--- config.mk ---
export PLATFORM = sky130hd
export DESIGN_NAME = negative_database_prefix_builder_unit_flat
export DESIGN_NICKNAME = d
export VERILOG_FILES = /design/src/design/npb_pkg.sv /design/src/design/npb_rec_if.sv /design/src/design/npb_pat_if.sv /design/src/design/negative_database_prefix_builder_unit.sv /design/src/design/npb_node_unit.sv /design/src/design/npb_out_stage.sv /design/src/design/npb_seq.sv /design/src/flat_wrapper.sv
export SDC_FILE = /design/constraint.sdc
export NUM_CORES = 1
export LEC_CHECK = 0
export ABC_AREA = 1
export BUFFER_PORTS_ARGS = -buffer_cell sky130_fd_sc_hd__buf_2
export CORE_ASPECT_RATIO = 1.5
export CORE_UTILIZATION = 59
export DETAILED_ROUTE_END_ITERATION = 6
export GPL_ROUTABILITY_DRIVEN = 0
export GPL_TIMING_DRIVEN = 1
export HOLD_SLACK_MARGIN = 0.1
export PLACE_DENSITY_LB_ADDON = 0.12
export SLEW_MARGIN = 40
export SYNTH_ARGS = -nofsm -noshare
export SYNTH_HDL_FRONTEND = slang
export SYNTH_SLANG_ARGS = --single-unit
--- constraint.sdc ---
create_clock -name clk_i -period 15.6 [get_ports clk_i]
set_clock_uncertainty 0.05 [all_clocks]
set_input_delay 1.56 -clock clk_i [delete_from_list [all_inputs] [get_ports clk_i]]
set_output_delay 1.56 -clock clk_i [all_outputs]
set_load 0.03 [all_outputs]
--- src/design/npb_pkg.sv ---
// ----------------------------------------------------------------------------
// npb_pkg
// Shared types, widths and helper functions of the prefix builder.
// ----------------------------------------------------------------------------
package npb_pkg;

  localparam int MAX_RECORD_BITS = 32;
  localparam int REC_W           = MAX_RECORD_BITS;
  localparam int LEN_W           = $clog2(MAX_RECORD_BITS + 1);
  localparam int POS_W           = (MAX_RECORD_BITS > 1) ? $clog2(MAX_RECORD_BITS) : 1;
  localparam int ADDR_W          = 3;
  localparam int DATA_W          = 32;

  localparam logic [LEN_W-1:0] LEN_RESET = LEN_W'(MAX_RECORD_BITS);

  // Register index, decoded from paddr[2].
  localparam logic REG_RECORD_LENGTH = 1'b0;

  typedef struct packed {
    logic [REC_W-1:0] pattern_bits;
    logic [LEN_W-1:0] fixed_count;
    logic             order_error;
    logic             run_last;
  } npb_result_t;

  typedef struct packed {
    logic        valid;
    npb_result_t res;
  } npb_push_t;

  typedef struct packed {
    logic [REC_W-1:0] path;
    logic [POS_W-1:0] pos;
    logic [LEN_W-1:0] len;
  } npb_node_req_t;

  typedef struct packed {
    logic             emit;
    logic             last_pos;
    logic [LEN_W-1:0] depth;
    npb_result_t      res;
  } npb_node_rsp_t;

  // Mask of the n low bits; n equal to the word width gives all ones.
  function automatic logic [REC_W-1:0] low_mask(input logic [LEN_W-1:0] n);
    return ~({REC_W{1'b1}} << n);
  endfunction

  // Clamp the programmed record length into 1..MAX_RECORD_BITS.
  function automatic logic [LEN_W-1:0] eff_len(input logic [LEN_W-1:0] v);
    logic [LEN_W-1:0] r;
    r = v;
    if (v == '0) r = LEN_W'(1);
    else if (v > LEN_W'(MAX_RECORD_BITS)) r = LEN_W'(MAX_RECORD_BITS);
    return r;
  endfunction

endpackage

--- src/design/npb_rec_if.sv ---
// ----------------------------------------------------------------------------
// npb_rec_if
// Record input channel: one database record per transaction.
// ----------------------------------------------------------------------------
interface npb_rec_if import npb_pkg::*; ();
  logic             valid;
  logic             ready;
  logic [REC_W-1:0] record_bits;
  logic             is_final;

  modport source (output valid, record_bits, is_final, input ready);
  modport sink   (input valid, record_bits, is_final, output ready);
endinterface

--- src/design/npb_pat_if.sv ---
// ----------------------------------------------------------------------------
// npb_pat_if
// Pattern output channel: one negative-database pattern per transaction.
// ----------------------------------------------------------------------------
interface npb_pat_if import npb_pkg::*; ();
  logic             valid;
  logic             ready;
  logic [REC_W-1:0] pattern_bits;
  logic [LEN_W-1:0] fixed_count;
  logic             order_error;
  logic             run_last;

  modport source (output valid, pattern_bits, fixed_count, order_error, run_last,
                  input ready);
  modport sink   (input valid, pattern_bits, fixed_count, order_error, run_last,
                  output ready);
endinterface

--- src/design/negative_database_prefix_builder_unit.sv ---
// ----------------------------------------------------------------------------
// negative_database_prefix_builder_unit
// Streaming prefix-algorithm builder of negative-database patterns.
// ----------------------------------------------------------------------------
//
//   Channel   Direction  Handshake            Payload
//   rec_i     in         valid/ready          record_bits[31:0], is_final
//   pat_o     out        valid/ready          pattern_bits[31:0], fixed_count[5:0],
//                                             order_error, run_last
//   APB       in/out     psel/penable/pready  record_length at byte address 0
//
// A record is taken while the sequencer is idle; then the sequencer walks the
// previous path over the shared node unit at one trie node per cycle unless a
// stall on pat_o holds it: for a larger record the divergence walk up to bit h
// (h = highest differing bit), for a final record a flush of the whole path,
// and last the release of the last result. Reset is asynchronous and active
// low and returns the stream to an empty database with record_length 32. A stall
// on pat_o freezes the walk only when a new node result has to get past the
// pending one; rec_i is not ready until the walk for a record is done.
//
// The block keeps the previous record and one bit per trie depth that tells
// whether the node on the previous path at that depth has seen both children.
// When a larger record arrives, the nodes below the divergence depth are
// finished (each one whose bit is clear gives a pattern: the prefix followed
// by the complemented bit), and the divergence node gets its bit set while
// deeper bits are dropped. A final record flushes its whole path.
// ----------------------------------------------------------------------------
module negative_database_prefix_builder_unit import npb_pkg::*; (
  input  logic              clk_i,
  input  logic              rst_ni,
  npb_rec_if.sink           rec_i,
  npb_pat_if.source         pat_o,
  input  logic              psel,
  input  logic              penable,
  input  logic              pwrite,
  input  logic [ADDR_W-1:0] paddr,
  input  logic [DATA_W-1:0] pwdata,
  output logic [DATA_W-1:0] prdata,
  output logic              pready
);

  logic [LEN_W-1:0] record_length_q, record_length_d;
  logic [LEN_W-1:0] len;
  logic             cfg_write;
  logic             slot_free;
  npb_push_t        push;

  // Registers are word aligned; paddr[2] picks the register, low bits are ignored.
  assign pready    = 1'b1;
  assign cfg_write = psel & penable & pwrite;

  always_comb begin
    record_length_d = record_length_q;
    if (cfg_write && paddr[2] == REG_RECORD_LENGTH) begin
      record_length_d = pwdata[LEN_W-1:0];
    end
  end

  always_comb begin
    prdata = '0;
    if (paddr[2] == REG_RECORD_LENGTH) begin
      prdata = DATA_W'(record_length_q);
    end
  end

  always_ff @(posedge clk_i or negedge rst_ni) begin
    if (!rst_ni) begin
      record_length_q <= LEN_RESET;
    end else begin
      record_length_q <= record_length_d;
    end
  end

  // Out-of-range lengths are clamped to 1..MAX_RECORD_BITS before use.
  assign len = eff_len(record_length_q);

  npb_seq u_seq (
    .clk_i       (clk_i),
    .rst_ni      (rst_ni),
    .len_i       (len),
    .in_valid_i  (rec_i.valid),
    .in_bits_i   (rec_i.record_bits),
    .in_final_i  (rec_i.is_final),
    .in_ready_o  (rec_i.ready),
    .slot_free_i (slot_free),
    .push_o      (push)
  );

  npb_out_stage u_out (
    .clk_i       (clk_i),
    .rst_ni      (rst_ni),
    .push_i      (push),
    .slot_free_o (slot_free),
    .pat_o       (pat_o)
  );

endmodule

--- src/design/npb_node_unit.sv ---
// ----------------------------------------------------------------------------
// npb_node_unit
// Shared trie-node unit: builds the pattern for one node of a record path.
// ----------------------------------------------------------------------------
module npb_node_unit import npb_pkg::*; (
  input  npb_node_req_t    req_i,
  input  logic [REC_W-1:0] bcs_i,
  output npb_node_rsp_t    rsp_o
);

  logic [LEN_W-1:0] pos_ext;
  logic [LEN_W-1:0] depth;
  logic [REC_W-1:0] keep;
  logic [REC_W-1:0] bit_sel;

  // Bit position pos holds the record bit at depth len-1-pos.
  always_comb begin
    pos_ext = LEN_W'(req_i.pos);
    depth   = req_i.len - pos_ext - LEN_W'(1);
    keep    = low_mask(req_i.len) & ({{(REC_W-1){1'b1}}, 1'b0} << req_i.pos);
    bit_sel = REC_W'(1) << req_i.pos;

    rsp_o.emit                 = ~bcs_i[depth[POS_W-1:0]];
    rsp_o.last_pos             = (depth == '0);
    rsp_o.depth                = depth;
    rsp_o.res.pattern_bits     = (req_i.path & keep) | (~req_i.path & bit_sel);
    rsp_o.res.fixed_count      = req_i.len - pos_ext;
    rsp_o.res.order_error      = 1'b0;
    rsp_o.res.run_last         = 1'b0;
  end

endmodule

--- src/design/npb_out_stage.sv ---
// ----------------------------------------------------------------------------
// npb_out_stage
// Output register between the sequencer and the pattern channel.
// ----------------------------------------------------------------------------
module npb_out_stage import npb_pkg::*; (
  input  logic        clk_i,
  input  logic        rst_ni,
  input  npb_push_t   push_i,
  output logic        slot_free_o,
  npb_pat_if.source   pat_o
);

  logic        valid_q, valid_d;
  npb_result_t res_q;

  assign slot_free_o = ~valid_q | pat_o.ready;

  always_comb begin
    valid_d = valid_q;
    if (push_i.valid) begin
      valid_d = 1'b1;
    end else if (pat_o.ready) begin
      valid_d = 1'b0;
    end
  end

  always_ff @(posedge clk_i or negedge rst_ni) begin
    if (!rst_ni) begin
      valid_q <= 1'b0;
    end else begin
      valid_q <= valid_d;
    end
  end

  always_ff @(posedge clk_i) begin
    if (push_i.valid) begin
      res_q <= push_i.res;
    end
  end

  assign pat_o.valid        = valid_q;
  assign pat_o.pattern_bits = res_q.pattern_bits;
  assign pat_o.fixed_count  = res_q.fixed_count;
  assign pat_o.order_error  = res_q.order_error;
  assign pat_o.run_last     = res_q.run_last;

endmodule

--- src/design/npb_seq.sv ---
// ----------------------------------------------------------------------------
// npb_seq
// Sequencer: stream state, path walk over the shared node unit, and the
// one-deep pending result that lets the last result of a record be marked.
// ----------------------------------------------------------------------------
module npb_seq import npb_pkg::*; (
  input  logic             clk_i,
  input  logic             rst_ni,
  input  logic [LEN_W-1:0] len_i,
  input  logic             in_valid_i,
  input  logic [REC_W-1:0] in_bits_i,
  input  logic             in_final_i,
  output logic             in_ready_o,
  input  logic             slot_free_i,
  output npb_push_t        push_o
);

  localparam logic [1:0] ST_IDLE  = 2'd0;
  localparam logic [1:0] ST_DIV   = 2'd1;
  localparam logic [1:0] ST_FLUSH = 2'd2;
  localparam logic [1:0] ST_FIN   = 2'd3;

  logic [1:0]       state_q, state_d;
  logic [REC_W-1:0] prev_q, prev_d;
  logic [REC_W-1:0] bcs_q, bcs_d;
  logic             have_q, have_d;
  logic [REC_W-1:0] walk_q, walk_d;
  logic [REC_W-1:0] xs_q, xs_d;
  logic [REC_W-1:0] nxt_q, nxt_d;
  logic [POS_W-1:0] pos_q, pos_d;
  logic             fin_q, fin_d;
  logic             pend_v_q, pend_v_d;
  npb_result_t      pend_q, pend_d;

  logic [REC_W-1:0] mask;
  logic [REC_W-1:0] rec;
  logic [REC_W-1:0] prv;
  logic             advance;
  logic             flush_done;
  npb_node_req_t    node_req;
  npb_node_rsp_t    node_rsp;

  assign node_req = '{path: walk_q, pos: pos_q, len: len_i};

  npb_node_unit u_node (
    .req_i (node_req),
    .bcs_i (bcs_q),
    .rsp_o (node_rsp)
  );

  // A new node result must wait while the pending one cannot move on.
  assign advance    = ~(node_rsp.emit & pend_v_q & ~slot_free_i);
  assign flush_done = (state_q == ST_FLUSH) & advance & node_rsp.last_pos;

  always_comb begin
    state_d    = state_q;
    prev_d     = prev_q;
    bcs_d      = bcs_q;
    have_d     = have_q;
    walk_d     = walk_q;
    xs_d       = xs_q;
    nxt_d      = nxt_q;
    pos_d      = pos_q;
    fin_d      = fin_q;
    pend_v_d   = pend_v_q;
    pend_d     = pend_q;
    push_o     = '0;
    in_ready_o = 1'b0;
    mask       = low_mask(len_i);
    rec        = in_bits_i & mask;
    prv        = prev_q & mask;

    case (state_q)
      ST_IDLE: begin
        in_ready_o = 1'b1;
        if (in_valid_i) begin
          pos_d = '0;
          fin_d = in_final_i;
          if (!have_q) begin
            prev_d  = rec;
            bcs_d   = '0;
            have_d  = 1'b1;
            walk_d  = rec;
            state_d = in_final_i ? ST_FLUSH : ST_FIN;
          end else begin
            prev_d = prv;
            walk_d = prv;
            if (rec < prv) begin
              pend_v_d = 1'b1;
              pend_d   = '{pattern_bits: '0, fixed_count: '0,
                           order_error: 1'b1, run_last: 1'b0};
              state_d  = in_final_i ? ST_FLUSH : ST_FIN;
            end else if (rec > prv) begin
              xs_d    = prv ^ rec;
              nxt_d   = rec;
              state_d = ST_DIV;
            end else begin
              state_d = in_final_i ? ST_FLUSH : ST_FIN;
            end
          end
        end
      end

      ST_DIV: begin
        if (xs_q[REC_W-1:1] == '0) begin
          // pos_q now sits on the first differing bit: that node saw both children.
          bcs_d   = (bcs_q | (REC_W'(1) << node_rsp.depth[POS_W-1:0]))
                  & ~({{(REC_W-1){1'b1}}, 1'b0} << node_rsp.depth[POS_W-1:0]);
          prev_d  = nxt_q;
          walk_d  = nxt_q;
          pos_d   = '0;
          state_d = fin_q ? ST_FLUSH : ST_FIN;
        end else if (advance) begin
          pos_d = pos_q + POS_W'(1);
          xs_d  = xs_q >> 1;
          if (node_rsp.emit) begin
            push_o   = '{valid: pend_v_q, res: pend_q};
            pend_v_d = 1'b1;
            pend_d   = node_rsp.res;
          end
        end
      end

      ST_FLUSH: begin
        if (advance) begin
          pos_d = pos_q + POS_W'(1);
          if (node_rsp.emit) begin
            push_o   = '{valid: pend_v_q, res: pend_q};
            pend_v_d = 1'b1;
            pend_d   = node_rsp.res;
          end
          if (node_rsp.last_pos) begin
            prev_d  = '0;
            bcs_d   = '0;
            have_d  = 1'b0;
            state_d = ST_FIN;
          end
        end
      end

      ST_FIN: begin
        if (!pend_v_q) begin
          state_d = ST_IDLE;
        end else if (slot_free_i) begin
          push_o.valid        = 1'b1;
          push_o.res          = pend_q;
          push_o.res.run_last = 1'b1;
          pend_v_d            = 1'b0;
          state_d             = ST_IDLE;
        end
      end

      default: begin
        state_d = ST_IDLE;
      end
    endcase
  end

  always_ff @(posedge clk_i or negedge rst_ni) begin
    if (!rst_ni) begin
      state_q  <= ST_IDLE;
      prev_q   <= '0;
      bcs_q    <= '0;
      have_q   <= 1'b0;
      pend_v_q <= 1'b0;
    end else begin
      state_q  <= state_d;
      prev_q   <= prev_d;
      bcs_q    <= bcs_d;
      have_q   <= have_d;
      pend_v_q <= pend_v_d;
    end
  end

  always_ff @(posedge clk_i) begin
    walk_q <= walk_d;
    xs_q   <= xs_d;
    nxt_q  <= nxt_d;
    pos_q  <= pos_d;
    fin_q  <= fin_d;
    pend_q <= pend_d;
  end

  // A result is only handed over when the output register can take it.
  a_push_fits: assert property (@(posedge clk_i) disable iff (!rst_ni)
    push_o.valid |-> slot_free_i)
    else $error("result pushed into a full output register");

  // The divergence walk always has a differing bit left to stop on.
  a_div_nonzero: assert property (@(posedge clk_i) disable iff (!rst_ni)
    (state_q == ST_DIV) |-> (xs_q != '0))
    else $error("divergence walk lost its differing bit");

  // A completed flush starts a new database.
  a_flush_clears: assert property (@(posedge clk_i) disable iff (!rst_ni)
    flush_done |=> (!have_q && bcs_q == '0 && prev_q == '0))
    else $error("stream state not cleared after flush");

  // A status result carries no pattern; a node result carries a nonzero count.
  a_pend_shape: assert property (@(posedge clk_i) disable iff (!rst_ni)
    pend_v_q |-> (pend_q.order_error ? (pend_q.fixed_count == '0 &&
                                        pend_q.pattern_bits == '0)
                                     : (pend_q.fixed_count != '0)))
    else $error("pending result has an inconsistent shape");

endmodule
--- src/flat_wrapper.sv ---
// flat-port wrapper written by rule: the top's interface ports become plain ports
module negative_database_prefix_builder_unit_flat import npb_pkg::*;
  (clk_i, rst_ni, psel, penable, pwrite, paddr, pwdata, prdata, pready, rec_i_valid, rec_i_record_bits, rec_i_is_final, rec_i_ready, pat_o_valid, pat_o_pattern_bits, pat_o_fixed_count, pat_o_order_error, pat_o_run_last, pat_o_ready);
  npb_rec_if rec_i_i ();
  npb_pat_if pat_o_i ();
  input  logic clk_i;
  input  logic rst_ni;
  input  logic psel;
  input  logic penable;
  input  logic pwrite;
  input  logic [ADDR_W-1:0] paddr;
  input  logic [DATA_W-1:0] pwdata;
  output logic [DATA_W-1:0] prdata;
  output logic pready;
  input wire logic [$bits(rec_i_i.valid)-1:0] rec_i_valid;
  input wire logic [$bits(rec_i_i.record_bits)-1:0] rec_i_record_bits;
  input wire logic [$bits(rec_i_i.is_final)-1:0] rec_i_is_final;
  output wire logic [$bits(rec_i_i.ready)-1:0] rec_i_ready;
  output wire logic [$bits(pat_o_i.valid)-1:0] pat_o_valid;
  output wire logic [$bits(pat_o_i.pattern_bits)-1:0] pat_o_pattern_bits;
  output wire logic [$bits(pat_o_i.fixed_count)-1:0] pat_o_fixed_count;
  output wire logic [$bits(pat_o_i.order_error)-1:0] pat_o_order_error;
  output wire logic [$bits(pat_o_i.run_last)-1:0] pat_o_run_last;
  input wire logic [$bits(pat_o_i.ready)-1:0] pat_o_ready;
  assign rec_i_i.valid = rec_i_valid;
  assign rec_i_i.record_bits = rec_i_record_bits;
  assign rec_i_i.is_final = rec_i_is_final;
  assign rec_i_ready = rec_i_i.ready;
  assign pat_o_valid = pat_o_i.valid;
  assign pat_o_pattern_bits = pat_o_i.pattern_bits;
  assign pat_o_fixed_count = pat_o_i.fixed_count;
  assign pat_o_order_error = pat_o_i.order_error;
  assign pat_o_run_last = pat_o_i.run_last;
  assign pat_o_i.ready = pat_o_ready;
  negative_database_prefix_builder_unit u_core (.clk_i(clk_i), .rst_ni(rst_ni), .rec_i(rec_i_i), .pat_o(pat_o_i), .psel(psel), .penable(penable), .pwrite(pwrite), .paddr(paddr), .pwdata(pwdata), .prdata(prdata), .pready(pready));
endmodule
-- Yosys cells after proc, flatten, opt, wreduce, memory -nomap -nowiden
Cells that the tools add are included.
- memory bits (writable): 0
- flip-flop bits (word level): 257
- memory bits (read-only): 0
- memories: 0
- latch bits: 0
- bits of input ports: 75
- logic and storage cells: 157
- add/sub/neg operators: 3
- $mul: 0
- equality and inequality tests: 15
- shift operators: 5
- reduce and logical (&&, ||, !) cells: 20
- div/mod/pow operators: 0
- muxes and demuxes: 68
- magnitude comparators: 4
- bitwise logic cells: 22
- operators by type and width (cell ; count):
    32-bit 2-to-1 mux ; 14
    40-bit 2-to-1 mux ; 6
    41-bit 2-to-1 mux ; 5
    32-bit AND ; 6
    32-bit one-hot mux with 3 select lines ; 2
    32-bit one-hot mux with 2 select lines ; 2
    41-bit one-hot mux with 3 select lines ; 1
    40-bit one-hot mux with 3 select lines ; 1
    32-bit NOT ; 3
    32-bit OR ; 2
    1-bit by 5-bit << shifter with 32-bit output (first input constant) ; 2
    32-bit by 5-bit << shifter with 32-bit output (first input constant) ; 2
    32-bit greater-than comparator ; 1
    32-bit less-than comparator ; 1
    32-bit by 6-bit << shifter with 32-bit output (first input constant) ; 1
    32-bit bitwise XOR ; 1
    31-bit logical NOT ; 1
    2-bit != test (second input constant) ; 11
    5-bit AND reduction ; 4
    2-bit 2-to-1 mux ; 9
    6-bit 2-to-1 mux ; 3
    1-bit 2-to-1 mux ; 17
    5-bit 2-to-1 mux ; 3
    5-bit one-hot mux with 3 select lines ; 1
    other kinds (25) ; 38

-- Depth between registers and ports, before layout
- word-level depth: 14
- depth in mapped cells: 27

-- By module
From an unflattened synthesis, not the netlist that was laid out.
- cells, all modules: 1837
- area, all modules: 14875.5 µm²
- by module, submodules not included (module ; instances ; area each (µm²) ; cells each):
    npb_seq ; 1 ; 11212.0 ; 1346
    npb_node_unit ; 1 ; 1814.2 ; 368
    npb_out_stage ; 1 ; 1246.2 ; 45
    negative_database_prefix_builder_unit ; 1 ; 603.1 ; 78

-- Worst setup path before layout
OpenSTA, ideal clock, no wires.
- kind: register -> register
- start point: register u_core.record_length_q[5]
- end point: register u_core.u_out.res_q (netlist bit u_core.u_out.pat_o.fixed_count[0]) (enable)
- path slack: 9.945 ns
- cell stages (with the launch flop): 22
- path buffers: 2
- period minus slack after synthesis: 5.655 ns
- arrival: 5.153 ns
- data required time: 15.098 ns
- path through: dfstp_2 -> inv_2 -> nand2_1 -> buf_2 -> clkinv_1 -> nand4_1 -> nand2_1 -> inv_1 -> ha_1 -> inv_1 -> ha_1 -> ha_1 -> inv_1 -> clkbuf_1 -> a22oi_1 -> nand3_1 -> nand2_1 -> nand2_1 -> nand3_1 -> nand2_2 -> nand4_1 -> a21oi_1
- RTL lines (item ; line ; text):
    start: declaration ; negative_database_prefix_builder_unit.sv:42 ; logic [LEN_W-1:0] record_length_q, record_length_d;
    start signal: assignment ; negative_database_prefix_builder_unit.sv:70 ; record_length_q <= record_length_d;
    end signal: assignment ; npb_out_stage.sv:37 ; res_q <= push_i.res;
    end: declaration ; npb_out_stage.sv:14 ; npb_result_t res_q;

-- Worst setup path in the final report
- start point: register u_core.record_length_q[5]
- end point: register u_core.u_seq.xs_q[2] (enable)
- word-level cells in the longest chain between the ends: 12
- RTL lines (item ; line ; text):
    6-bit greater-than comparator ; npb_pkg.sv:54 ; else if (v > LEN_W'(MAX_RECORD_BITS)) r = LEN_W'(MAX_RECORD_BITS);
    6-bit 2-to-1 mux ; npb_pkg.sv:54 ;
    6-bit 2-to-1 mux * ; npb_pkg.sv:53 ; if (v == '0) r = LEN_W'(1);
    6-bit by 5-bit subtractor with 6-bit output ; npb_node_unit.sv:19 ; depth = req_i.len - pos_ext - LEN_W'(1);
    6-bit by 1-bit subtractor with 6-bit output ; npb_node_unit.sv:19 ;
    1-bit binary-select mux with 5-bit select ; npb_node_unit.sv:23 ; rsp_o.emit = ~bcs_i[depth[POS_W-1:0]];
    1-bit 2-to-1 mux (implied by the code) ; npb_node_unit.sv:23 ;
    1-bit NOT ; npb_node_unit.sv:23 ;
    1-bit AND (2 in a row) ; npb_seq.sv:52 ; assign advance = ~(node_rsp.emit & pend_v_q & ~slot_free_i);
    2-bit != test (no line) ; - ;
    7-bit AND reduction (no line) * ; - ;
    end signal: assignment ; npb_seq.sv:177 ; xs_q <= xs_d;
    end: declaration ; npb_seq.sv:28 ; logic [REC_W-1:0] xs_q, xs_d;
Every way passes the cells marked *; elsewhere a longest branch is shown, timed or not. The select of a mux whose other input is x is not followed.
A chain may end at the register's enable or synchronous reset.

==> impl_metrics.env <==
export IMPL_status="completed"
export IMPL_synth_top_area_frac=0.365
export IMPL_grt_pass1_vias=12200
export IMPL_start_util=0.605
export IMPL_hp_class="flip-flop to flip-flop"
export IMPL_grtUsageTotal=0.325
export IMPL_grt_max_degree=102
export IMPL_max_clock_freq_mhz=157
export IMPL_drtIter0Drc=1269
export IMPL_htree_num_levels=1
export IMPL_dp_hpwl_um=28900
export IMPL_dieWidth_um=132
export IMPL_critPathMaxStageDelay_ps=780
export IMPL_hold_viol=0
export IMPL_dr_pass1_iters=6
export IMPL_synth_seq_cells=256
export IMPL_vias_per_cell=5.93
export IMPL_relSlewSlack=0.406
export IMPL_clockBufferDepth=3
export IMPL_reg2reg_slack_ps=9250
export IMPL_overflow=0
export IMPL_vias=13000
export IMPL_grt_antenna_before_repair=0
export IMPL_final_nets=1977
export IMPL_fin_crit_ps=6350
export IMPL_synthAdderAreaFrac=0.0454
export IMPL_power_density_nw_per_um2=261
export IMPL_yosys_mux_area_fraction=0
export IMPL_insertion_delay_ps=560
export IMPL_synthSimpleGateAreaFrac=0.257
export IMPL_grt_setup_unrepaired="false"
export IMPL_layout_common_cells="536 x nand2_1, 181 x edfxtp_1, 173 x o21ai_0"
export IMPL_post_cts_resized_instances=0
export IMPL_synth_distinct_cells=49
export IMPL_cp_num_buf_inv=5
export IMPL_cts_root_buf="clkbuf_16"
export IMPL_path_cells="inv_2 > nand2_1 > clkinv_1 > nand4_1 > nand2_1 > inv_1 > ha_1 > ha_1 > inv_1 > a21oi_1 > a22oi_1 > nand3_1 > nand2_1 > nand2_1 > nand3_1 > nand2_2 > nand2_1 > o221ai_1 > inv_2"
export IMPL_diodes=0
export IMPL_core_rowCount=70
export IMPL_final_common_cell="nand2_1"
export IMPL_setup_ws_ps=9250
export IMPL_synth_compound_area_frac=0.127
export IMPL_synth_top_family_by_area="simple AND/OR/NAND/NOR gates"
export IMPL_critPathCaptureType="flip-flop"
export IMPL_floorplan_die_area_sq_um=25900
export IMPL_seqCellArea_sq_um=7310
export IMPL_finalCritPeriodShare=0.407
export IMPL_synth_warning_count=0
export IMPL_yosysTopAreaCell="edfxtp_1"
export IMPL_final_antenna_net_count=0
export IMPL_post_cts_buffers=0
export IMPL_synth_xor_area_frac=0
export IMPL_detailedPlace_worstSlack_ps=9340
export IMPL_critPathRequiredTime_ps=15740
export IMPL_worst_ep_arrival_time_ps=6490
export IMPL_synthFlopType="edfxtp_1"
export IMPL_portBuffers=94
export IMPL_fillers=2069
export IMPL_area_growth_pct=9.84
export IMPL_cpMostUsedCell="nand2_1"
export IMPL_cts_sinks=256
export IMPL_final_area_sq_um=16400
export IMPL_setup_violations=0
export IMPL_ios=150
export IMPL_cpMaxStageDelayCell="dfstp_2"
export IMPL_placeableCoreArea_sq_um=24600
export IMPL_fp_dieH_um=197
export IMPL_peakVddDrop_mv=0.255
export IMPL_routed_wl_um=41200
export IMPL_syn_cell_area_sq_um=14900
export IMPL_cts_tree="done"
export IMPL_worst_hold_slack_ps=434
export IMPL_critPathTopFamily="buffers and inverters"
export IMPL_synth_edf_count=181
export IMPL_drive_gt1_frac=0.110
export IMPL_setup_tns_ps=0
export IMPL_path_clk_slew_ps=60
export IMPL_cts_made_buffers=26
export IMPL_postPlaceCellArea_sq_um=15500
export IMPL_synthTopCellsByArea="edfxtp_1 36%, nand2_1 14%, dfrtp_1 12%, o21ai_0 5.9%, ha_1 4.5%"
export IMPL_multi_input_area_sq_um=6560
export IMPL_synthArstFlopShare=0.293
export IMPL_critPathLaunchType="flip-flop"
export IMPL_leakagePower_nw=7.21
export IMPL_worst_pin_slew_ps=882
export IMPL_avgRoutedWirePerCell_um=18.8
export IMPL_drc=0
export IMPL_maxSlewViolCount=0
export IMPL_cap_viol_max_count=0
export IMPL_postSynthCellCount=1803
export IMPL_syn_avg_cell_area_sq_um=8.26
export IMPL_synth_seq_area_share=0.491
export IMPL_crit_fanout=31
export IMPL_grt_first_pass_wirelength_um=65800
export IMPL_path_class="flip-flop to flip-flop"
export IMPL_cts_hold_repair_buffers=0
## where the power goes
| part | switching [mW] | internal, mW |
|---|---|---|
| clock network | 0.272 | 0.344 |
| registers | 0.157 | 1.16 |
| logic | 1.70 | 0.628 |
## Yosys cell counts (2+ instances only)
cell type  instances
nand2_1          536
edfxtp_1         181
o21ai_0          175
inv_1            138
nor2_1           121
a21oi_1           86
dfrtp_1           74
nand3_1           69
ha_1              54
nor3_1            53
clkbuf_1          50
nand4_1           49
buf_4             29
buf_2             21
buf_1             14
nand2_2           14
a211oi_1          12
o22ai_1           11
nor4_1            10
o31ai_1            9
a21boi_0           8
a22oi_1            7
a31oi_1            7
and2_1             6
inv_2              6
nand2_4            6
o41ai_1            6
o32ai_1            5
buf_6              4
clkinv_1           4
nand3_2            4
nor3b_1            4
nor2_4             3
o211ai_1           3
o21ai_1            3
or2_2              3
conb_1             2
nand3_4            2
nand4_2            2
nor2_2             2
o21bai_1           2
## tightest hold or removal path, cell delays in order, from the launching register on
cell and delay (ps):
dfrtp_1 350, nand2_1 50, nand2_1 50
## through the flow
| step | total power, mW | util | instances |
|---|---|---|---|
| after floorplan | 3.00 | - | 1828 |
| after global placement | 3.49 | 0.625 | 2138 |
| after global routing | 4.57 | 0.665 | 2192 |
| after CTS | 4.23 | 0.664 | 2191 |
| final | 4.27 | 0.665 | 2192 |
| after detailed placement | 3.61 | 0.630 | 2143 |
## path summary, 6_finish.rpt
check | startpoint | cells after the start | end
setup / recovery | u_core.record_length_q[5]$_DFFE_PN1P_ | 19 | u_core.u_seq.xs_q[2]$_DFFE_PP_
hold / removal | u_core.u_seq.prev_q[15]$_DFFE_PN0P_ | 2 | u_core.u_seq.prev_q[15]$_DFFE_PN0P_
setup reg to reg | u_core.record_length_q[5]$_DFFE_PN1P_ | 19 | u_core.u_seq.xs_q[2]$_DFFE_PP_
hold reg to reg | u_core.u_seq.prev_q[15]$_DFFE_PN0P_ | 2 | u_core.u_seq.prev_q[15]$_DFFE_PN0P_
max in group asynchronous | rst_ni | 3 | u_core.u_seq.prev_q[8]$_DFFE_PN0P_
min in group asynchronous | rst_ni | 1 | u_core.u_seq.prev_q[24]$_DFFE_PN0P_
## final cells by class
cell class                      instances  share of cell area
Inverter                              149              0.0345
Tap cell                              324              0.0248
Clock inverter                         11             0.00581
Sequential cell                       256               0.447
Timing Repair Buffer                  111              0.0423
Clock buffer                           37              0.0447
Multi-Input combinational cell       1304               0.401
## cell families (layout without fill, tap and decap cells)
logic type / Yosys count / count (layout)
flops: 256 / 256
simple gates: 884 / 884
buf+inv: 268 / 308
compound gates: 339 / 339
fa+ha+maj: 54 / 54
other cells: 2 / 27
## registers in the layout (all words and copies together) (netlist names), 2 cells and up
| signal | flops |
|---|---|
| u_core.u_seq.pend_q | 40 |
| u_core.u_out.pat_o.pattern_bits | 32 |
| u_core.u_seq.bcs_q | 32 |
| u_core.u_seq.nxt_q | 32 |
| u_core.u_seq.prev_q | 32 |
| u_core.u_seq.walk_q | 32 |
| u_core.u_seq.xs_q | 31 |
| u_core.record_length_q | 6 |
| u_core.u_out.pat_o.fixed_count | 6 |
| u_core.u_seq.pos_q | 5 |
| u_core.u_seq.state_q | 2 |
## routing by layer
layer / up-vias / GRT usage / share of wire
met5: - / 0 / 0
met3: 155 / 0.0432 / 0.068
li1: 6155 / - / -
met2: 653 / 0.533 / 0.48
met1: 6034 / 0.402 / 0.38
met4: 0 / 0.217 / 0.070
(Power assumes the default switching activity.)
